<file path="src/sv/lpc_pkg.sv">
// ----------------------------------------------------------------------------
// lpc_pkg: shared types and constants for the page tag cache
// Request and response word layouts, cache size, action codes and controller
// states.
// ----------------------------------------------------------------------------
package lpc_pkg;

	localparam int CACHE_SLOTS   = 4;
	localparam int PAGE_BITS     = 16;
	localparam int ZOOM_TAG_BITS = 32;
	localparam int SLOT_BITS     = $clog2(CACHE_SLOTS);
	localparam int ACTION_BITS   = 2;

	localparam logic [ACTION_BITS-1:0] ACT_LOOKUP = 2'd0;
	localparam logic [ACTION_BITS-1:0] ACT_FILL   = 2'd1;
	localparam logic [ACTION_BITS-1:0] ACT_ANY    = 2'd2;

	typedef struct packed {
		logic [ACTION_BITS-1:0]   action;
		logic [PAGE_BITS-1:0]     page;
		logic [ZOOM_TAG_BITS-1:0] zoom_tag;
		logic                     content_valid;
	} req_word_t;

	typedef struct packed {
		logic                 hit;
		logic [SLOT_BITS-1:0] slot;
		logic                 render_request;
		logic                 evicted;
		logic [PAGE_BITS-1:0] evicted_page;
	} rsp_word_t;

	typedef enum logic [1:0] {
		ST_IDLE,
		ST_SCAN,
		ST_FINISH
	} state_t;

endpackage

</file>
<file path="src/sv/lpc_cell.sv">
// ----------------------------------------------------------------------------
// lpc_cell: one cache entry of the tag chain
// Holds page, zoom tag, content bit and recency rank of one slot. Folds its
// own compare results into the search word from its left neighbor and
// registers it for the right neighbor every cycle; applies rank and entry updates.
// ----------------------------------------------------------------------------
module lpc_cell #(
	parameter int  IDX_BITS = 2,
	parameter int  CELL_IDX = 0,
	parameter type link_t   = logic,
	parameter type upd_t    = logic
) (
	input  logic              clk,
	input  logic              arst_n,
	input  logic              valid,
	input  lpc_pkg::req_word_t item,
	input  link_t             link_in,
	output link_t             link_out,
	input  upd_t              upd
);

	localparam logic [IDX_BITS-1:0] MY_IDX = IDX_BITS'(CELL_IDX);

	logic [lpc_pkg::PAGE_BITS-1:0]     page_q;
	logic [lpc_pkg::ZOOM_TAG_BITS-1:0] zoom_q;
	logic                              ok_q;
	logic [IDX_BITS-1:0]               rank_q;
	link_t                             link_q;
	link_t                             link_d;
	logic                              page_eq;
	logic                              exact;

	always_comb begin
		page_eq = valid && (page_q == item.page);
		exact   = page_eq && (zoom_q == item.zoom_tag);
		link_d  = link_in;
		// lowest exact match wins for lookups
		if (exact && !link_in.lo_hit) begin
			link_d.lo_hit  = 1'b1;
			link_d.lo_idx  = MY_IDX;
			link_d.lo_rank = rank_q;
		end
		// highest exact match wins for fills
		if (exact) begin
			link_d.hi_hit  = 1'b1;
			link_d.hi_idx  = MY_IDX;
			link_d.hi_rank = rank_q;
		end
		if (valid && (!link_in.old_hit || rank_q > link_in.old_rank)) begin
			link_d.old_hit  = 1'b1;
			link_d.old_idx  = MY_IDX;
			link_d.old_rank = rank_q;
			link_d.old_page = page_q;
		end
		if (page_eq && ok_q && (!link_in.any_hit || rank_q < link_in.any_rank)) begin
			link_d.any_hit  = 1'b1;
			link_d.any_idx  = MY_IDX;
			link_d.any_rank = rank_q;
		end
	end

	assign link_out = link_q;

	always_ff @(posedge clk) begin
		link_q <= link_d;
		if (upd.en && upd.write && upd.slot == MY_IDX) begin
			page_q <= upd.page;
			zoom_q <= upd.zoom;
		end
	end

	always_ff @(posedge clk or negedge arst_n) begin
		if (!arst_n) begin
			ok_q   <= 1'b0;
			rank_q <= '0;
		end else if (upd.en) begin
			if (upd.slot == MY_IDX) begin
				rank_q <= '0;
				if (upd.write) begin
					ok_q <= upd.ok;
				end
			end else if (valid && rank_q < upd.lim) begin
				rank_q <= rank_q + 1'b1;
			end
		end
	end

endmodule

</file>
<file path="src/sv/lru_page_cache.sv">
// ----------------------------------------------------------------------------
// lru_page_cache: fully associative page tag cache with LRU replacement
// Chain of entry cells searched by a word that walks one cell per cycle,
// followed by an update step that applies the hit, fill or eviction to all cells.
// ----------------------------------------------------------------------------
//  channel | handshake            | word | contents
//  --------+----------------------+------+---------------------------------
//  req     | req_valid/req_ready  | req  | action, page, zoom_tag, content
//  rsp     | rsp_valid/rsp_ready  | rsp  | hit, slot, request, eviction
//
// An item goes through accept, a scan step per cell while the search word walks
// the chain, and an update step that applies the result.
// Only one item is in flight; req_ready is high while the controller idles.
// The response sits in an output register; the next item is accepted while it
// waits. A stalled response holds the update cycle until the register frees.
// Reset clears content bits, ranks, fill count and controller state.
module lru_page_cache (
	input  logic               clk,
	input  logic               arst_n,
	input  logic               req_valid,
	output logic               req_ready,
	input  lpc_pkg::req_word_t req,
	output logic               rsp_valid,
	input  logic               rsp_ready,
	output lpc_pkg::rsp_word_t rsp
);

	localparam int CACHE_SLOTS = lpc_pkg::CACHE_SLOTS;
	localparam int IDX_BITS = lpc_pkg::SLOT_BITS;
	localparam int CNT_BITS = $clog2(CACHE_SLOTS + 1);
	localparam logic [IDX_BITS-1:0] LAST_IDX = IDX_BITS'(CACHE_SLOTS - 1);
	localparam logic [CNT_BITS-1:0] FULL_CNT = CNT_BITS'(CACHE_SLOTS);

	typedef struct packed {
		logic                          lo_hit;
		logic [IDX_BITS-1:0]           lo_idx;
		logic [IDX_BITS-1:0]           lo_rank;
		logic                          hi_hit;
		logic [IDX_BITS-1:0]           hi_idx;
		logic [IDX_BITS-1:0]           hi_rank;
		logic                          old_hit;
		logic [IDX_BITS-1:0]           old_idx;
		logic [IDX_BITS-1:0]           old_rank;
		logic [lpc_pkg::PAGE_BITS-1:0] old_page;
		logic                          any_hit;
		logic [IDX_BITS-1:0]           any_idx;
		logic [IDX_BITS-1:0]           any_rank;
	} link_t;

	typedef struct packed {
		logic                              en;
		logic                              write;
		logic [IDX_BITS-1:0]               slot;
		logic [IDX_BITS-1:0]               lim;
		logic [lpc_pkg::PAGE_BITS-1:0]     page;
		logic [lpc_pkg::ZOOM_TAG_BITS-1:0] zoom;
		logic                              ok;
	} upd_t;

	lpc_pkg::state_t     state_q, state_d;
	logic [IDX_BITS-1:0] scan_cnt_q;
	logic [CNT_BITS-1:0] fill_count_q;
	lpc_pkg::req_word_t  item_q;
	logic                rsp_valid_q;
	lpc_pkg::rsp_word_t  rsp_q, rsp_d;
	upd_t                upd;
	logic                finish_go;
	logic                bump_count;
	link_t               links [CACHE_SLOTS];
	link_t               last;
	logic [CACHE_SLOTS-1:0] cell_valid;

	for (genvar i = 0; i < CACHE_SLOTS; i++) begin : g_cell
		link_t link_in;
		assign cell_valid[i] = CNT_BITS'(i) < fill_count_q;
		if (i == 0) begin : g_head
			assign link_in = '0;
		end else begin : g_body
			assign link_in = links[i-1];
		end
		lpc_cell #(
			.IDX_BITS (IDX_BITS),
			.CELL_IDX (i),
			.link_t   (link_t),
			.upd_t    (upd_t)
		) u_cell (
			.clk      (clk),
			.arst_n   (arst_n),
			.valid    (cell_valid[i]),
			.item     (item_q),
			.link_in  (link_in),
			.link_out (links[i]),
			.upd      (upd)
		);
	end

	assign last = links[CACHE_SLOTS-1];

	always_comb begin
		state_d    = state_q;
		req_ready  = 1'b0;
		finish_go  = 1'b0;
		bump_count = 1'b0;
		rsp_d      = '0;
		upd        = '0;
		upd.page   = item_q.page;
		upd.zoom   = item_q.zoom_tag;
		upd.ok     = item_q.content_valid;
		case (item_q.action)
			lpc_pkg::ACT_LOOKUP: begin
				if (last.lo_hit) begin
					rsp_d.hit  = 1'b1;
					rsp_d.slot = lpc_pkg::SLOT_BITS'(last.lo_idx);
					upd.en     = 1'b1;
					upd.slot   = last.lo_idx;
					upd.lim    = last.lo_rank;
				end else begin
					rsp_d.render_request = 1'b1;
				end
			end
			lpc_pkg::ACT_FILL: begin
				upd.en    = 1'b1;
				upd.write = 1'b1;
				if (last.hi_hit) begin
					rsp_d.hit = 1'b1;
					upd.slot  = last.hi_idx;
					upd.lim   = last.hi_rank;
				end else if (fill_count_q < FULL_CNT) begin
					// new entry: every filled entry ages by one
					upd.slot   = fill_count_q[IDX_BITS-1:0];
					upd.lim    = fill_count_q[IDX_BITS-1:0];
					bump_count = 1'b1;
				end else begin
					upd.slot           = last.old_idx;
					upd.lim            = last.old_rank;
					rsp_d.evicted      = 1'b1;
					rsp_d.evicted_page = last.old_page;
				end
				rsp_d.slot = lpc_pkg::SLOT_BITS'(upd.slot);
			end
			lpc_pkg::ACT_ANY: begin
				if (last.any_hit) begin
					rsp_d.hit  = 1'b1;
					rsp_d.slot = lpc_pkg::SLOT_BITS'(last.any_idx);
				end
			end
			default: begin
			end
		endcase

		case (state_q)
			lpc_pkg::ST_IDLE: begin
				req_ready = 1'b1;
				if (req_valid) begin
					state_d = lpc_pkg::ST_SCAN;
				end
			end
			lpc_pkg::ST_SCAN: begin
				if (scan_cnt_q == LAST_IDX) begin
					state_d = lpc_pkg::ST_FINISH;
				end
			end
			lpc_pkg::ST_FINISH: begin
				if (!rsp_valid_q || rsp_ready) begin
					finish_go = 1'b1;
					state_d   = lpc_pkg::ST_IDLE;
				end
			end
			default: begin
				state_d = lpc_pkg::ST_IDLE;
			end
		endcase

		if (!finish_go) begin
			upd.en     = 1'b0;
			bump_count = 1'b0;
		end
	end

	always_ff @(posedge clk or negedge arst_n) begin
		if (!arst_n) begin
			state_q      <= lpc_pkg::ST_IDLE;
			scan_cnt_q   <= '0;
			fill_count_q <= '0;
			rsp_valid_q  <= 1'b0;
		end else begin
			state_q <= state_d;
			if (state_q == lpc_pkg::ST_SCAN) begin
				scan_cnt_q <= scan_cnt_q + 1'b1;
			end else begin
				scan_cnt_q <= '0;
			end
			if (bump_count) begin
				fill_count_q <= fill_count_q + 1'b1;
			end
			if (finish_go) begin
				rsp_valid_q <= 1'b1;
			end else if (rsp_ready) begin
				rsp_valid_q <= 1'b0;
			end
		end
	end

	always_ff @(posedge clk) begin
		if (req_valid && req_ready) begin
			item_q <= req;
		end
		if (finish_go) begin
			rsp_q <= rsp_d;
		end
	end

	assign rsp_valid = rsp_valid_q;
	assign rsp       = rsp_q;

	// fill count never runs past the number of cells
	a_count_bound: assert property (@(posedge clk) disable iff (!arst_n)
		fill_count_q <= FULL_CNT)
		else $error("fill count beyond cache size");

	// eviction only happens with every slot filled
	a_evict_full: assert property (@(posedge clk) disable iff (!arst_n)
		finish_go && rsp_d.evicted |-> fill_count_q == FULL_CNT)
		else $error("eviction with free slot");

	// a render request is never paired with a hit
	a_req_miss: assert property (@(posedge clk) disable iff (!arst_n)
		rsp_valid |-> !(rsp.render_request && rsp.hit))
		else $error("render request on hit");

	// update cycle always produces a response word
	a_finish_rsp: assert property (@(posedge clk) disable iff (!arst_n)
		finish_go |=> rsp_valid)
		else $error("update without response");

endmodule
</file>
<file path="config.mk">
export PLATFORM = sky130hd
export DESIGN_NAME = lru_page_cache
export DESIGN_NICKNAME = d
export VERILOG_FILES = /design/src/sv/lpc_pkg.sv /design/src/sv/lpc_cell.sv /design/src/sv/lru_page_cache.sv
export SDC_FILE = /design/constraint.sdc
export NUM_CORES = 1
export LEC_CHECK = 0
export ABC_AREA = 1
export BUFFER_PORTS_ARGS = -buffer_cell sky130_fd_sc_hd__buf_2
export CAP_MARGIN = 20
export CORE_UTILIZATION = 51
export CTS_BUF_LIST = sky130_fd_sc_hd__clkbuf_4 sky130_fd_sc_hd__clkbuf_8
export CTS_CLUSTER_SIZE = 28
export DETAILED_ROUTE_END_ITERATION = 8
export MAX_ROUTING_LAYER = met4
export PLACE_DENSITY = 0.74
export SLEW_MARGIN = 20
export SYNTH_ARGS = -nofsm -noshare
export SYNTH_HDL_FRONTEND = slang
export SYNTH_SLANG_ARGS = --single-unit
</file>
<file path="constraint.sdc">
create_clock -name clk -period 3.5 [get_ports clk]
set_clock_uncertainty 0.15 [all_clocks]
set_input_delay 0.875 -clock clk [delete_from_list [all_inputs] [get_ports clk]]
set_output_delay 0.875 -clock clk [all_outputs]
set_load 0.05 [all_outputs]
</file>
==> summary.md <==
| Metric | Value |
|---|---|
| Max rail drop VDD | 0.3517 mV |
| Final hold slack | 0.1082 ns |
| Worst r2r dst | g_cell[2].u_cell.zoom_q[14] |
| Syn_nets | approximately 1800 |
| Crit-path cells | inv_2 -> nand2_2 -> nor2_2 -> nand2_1 -> nand3_2 -> inv_2 -> nor2_2 -> nand2_1 -> clkinvlp_4 -> buf_12 |
| Layout cells sized above 1 | 14.62% |
| Status | finished clean |
| Initial antenna violation count | 0 |
| Top-level I/O count | 78 |
| Crit Path Class | register to register |
| Leak pwr | 0.008527 uW |
| CP Launch Type | register |
| Post-synthesis sequential area ratio | ~65% |
| Post-CTS setup buffers | 0 |
| Cell depth of the worst flop-to-flop path | 10 |
| Num CTS Buffers | 67 |
| CTS Sinks | between 400 and 500 |
| Final GP Congestion | approximately 0.87 |
| Worst path bufs/invs | 4 |
| Initial Utilization | 52.45% |
| Slew Limit Fails | 0 |
| Area growth syn-to-layout | 14.20% |
| Clk Latency, worst-skew pair | 0.58 ns |
| Main synth FF type | edfxtp_1 |
| Clk root buf | clkbuf_8 |
| Die Wd | 183.1 um |
| Vias in the first global route | 10900 |
| Core Box Area | 0.03188 mm2 |
| Drt pass-1 iters | 5 |
| Post-cts sizing count | 0 |
| GRT overflow | 0 |
| Yosys cell types | 36 |
| Async S/R FF share, synth | 4.878% |
| Yosys top cell by area | edfxtp_1 |
| Final-report setup violation count | 0 |
| ANT cells | 0 |
| DP HPWL | 22420 um |
| Reg2reg start | item_q[49] |
| Std cell rows | 65 |
| Gate Count Post-Synth | 1693 |
| CP Data Required Time | 3.60 ns |
| DRT iter0 DRCs | 685 |
| Mapped cell area | around 0.017 mm2 |
| Sum Neg Setup Slack | 0 ns |
| Die Y | 183.1 um |
| Synth top area share | 47.41% |
| CTS tree | done |
| Max-cap violations | 0 |
| Clock-pin slew on the worst setup and hold paths | 0.06 ns |
| Routed WL | between 30000 and 40000 um |
| CP max stage cell | edfxtp_1 |
| Via Count | 11080 |
| Flop-to-flop setup slack | 0.92 ns |
| Remaining DRCs | 0 |
| Final ANT Viol Nets | 0 |
| Max FO, Critical Path | 32 |
| Final Hold Vio Count | 0 |
| Class of the worst hold path | input port to async pin |
| Minimum clock period | approximately 2.6 ns |
| Max_slew headroom | 32.26% |
| DIE AREA | between 0.03 and 0.04 mm2 |
| Routed WL per cell | 13.84 um |
| Post-CTS Hold Buffers | 0 |
| EDFF count, synth | 264 |
| Global-route wire length before repair | 52250 um |
| Mean post-synth cell area | between 9 and 10 um2 |
| Synth top area cells | edfxtp_1, dfxtp_1, nand2_1, inv_1, nor2_1 |
| Slew @ Worst Pin | about 1.0 ns |
| Largest net degree at the start of global routing | 52 |
| Max Clock Freq | 388.3 MHz |
| RSZ-0062 raised after global routing | false |
| CP peak stage delay | 0.46 ns |
| Final worst path period share | 73.59% |
| Crit end category | register |
| Vias per std cell | around 4.8 |
| Fin nets | about 1900 |
| Buffers on Ports | 77 |
| Total GRT Usage | about a fifth |
| P per Cell Area | around 570 mW/mm2 |
| Synth warnings | 0 |
| Clock buffer depth | 3 |
| Arrival time of the worst setup path | 2.67 ns |
| Number of synthesized register bits | 410 |
| Crit-path leading delay family | simple AND/OR/NAND/NOR gates |
| H-tree depth | 3 |
layout by cell type, fill, tap and decap left out, types with 7 or more instances in the layout:
master      instances
o21ai_1             8
nand4_1            25
nand3_2            10
xor2_1             32
o22ai_1            11
dfxtp_1           126
clkbuf_4           18
clkinvlp_4          7
clkbuf_8           76
xnor2_1            36
inv_1             215
edfxtp_1          264
ha_1               15
buf_2              77
o21ai_0            54
nand3_1            23
dfrtp_1            20
nand2_1           569
nor2_1            168
inv_2              40
clkinv_1           18
a21oi_1            12
cell families after synthesis:
kind of cell / after synthesis / synth area share (%)
compound gates: 87 / 2.724
xor+xnor: 68 / 3.562
fa+ha+maj: 15 / 1.122
buf+inv: 285 / 6.592
flops: 410 / 65.48
mux: 6 / 0.4040
simple gates: 822 / 20.11
layout make-up:
cell class,count,area [um2]
clock inverter,27,239.0
inverter,266,1015
tap,435,544.3
sequential,410,10950
multi-input combinational,998,4677
timing repair buffer,86,490.5
fill,2606,12780
clock buffer,94,1181
synthesized netlist by cell type (2+ instances only):
cell type / instances
nand2_4: 2
xnor2_1: 36
o21ai_0: 54
ha_1: 15
nand3_2: 10
nor2_2: 6
nand3b_1: 3
xor2_1: 32
nor2_4: 4
nand3_1: 23
nand2_2: 2
inv_1: 219
mux2_2: 6
a21oi_1: 12
dfrtp_1: 20
inv_2: 40
o22ai_1: 11
buf_4: 3
dfxtp_1: 126
nand2_1: 569
nand4_1: 25
nor3_1: 3
o21ai_1: 8
nor2_1: 169
edfxtp_1: 264
nor2_8: 2
clkinv_1: 6
or2_2: 2
buf_2: 10
clkbuf_1: 5
layer usage:
| metal | GRT usage (%) | wire length (um) | part of all wire [%] |
|---|---|---|---|
| met2 | 34.05 | 15490 | 48 |
| met1 | 24.58 | 13860 | 43 |
| met5 | - | 0 | 0 |
| met4 | 8.733 | 986 | 3.1 |
| met3 | 3.415 | 1715 | 5.4 |
worst max-delay path by stage:
stage / endpoint / cells after the start / startpoint
after global routing: g_cell[2].u_cell.zoom_q[12] / 10 / item_q[49]
final: g_cell[2].u_cell.zoom_q[14] / 10 / item_q[49]
after global placement: g_cell[3].u_cell.zoom_q[17] / 8 / rsp_ready
after CTS: g_cell[2].u_cell.zoom_q[15] / 10 / item_q[49]
after floorplan: item_q[0] / 3 / state_q[0]
after detailed placement: g_cell[3].u_cell.zoom_q[17] / 8 / rsp_ready
sequential cells by signal (all words and copies together) (netlist names):
| name | count |
|---|---|
| g_cell.u_cell.zoom_q | 128 |
| g_cell.u_cell.link_out | 126 |
| g_cell.u_cell.page_q | 64 |
| item_q | 51 |
| rsp | 21 |
| g_cell.u_cell.rank_q | 8 |
| g_cell.u_cell.ok_q | 4 |
| fill_count_q | 3 |
| scan_cnt_q | 2 |
| state_q | 2 |
| rsp_valid | 1 |
report_power, final:
| group | total [uW] | internal (uW) | switching, uW | leakage, uW |
|---|---|---|---|---|
| registers | 5730 | 5440 | 292 | 0.00369 |
| logic | 819 | 271 | 548 | 0.00410 |
| clock network | 4310 | 2490 | 1830 | 0.000738 |
| total | 10900 | 8200 | 2670 | 0.00853 |
per-stage QoR:
step	utilization, %	std cells	setup WS (ns)	power [uW]	cell area (um2)
2_1_floorplan	-	1693	0.3255	6331	16740
4_1_cts	59.90	2316	0.9164	10980	19100
3_5_place_dp	55.45	2195	0.6458	6661	17680
3_3_place_gp	55.45	2195	0.6790	6620	17680
5_1_grt	59.90	2316	0.7118	11350	19100
6_report	59.90	2316	0.9244	10870	19100
No activity file was read; power rests on OpenSTA's default activity.
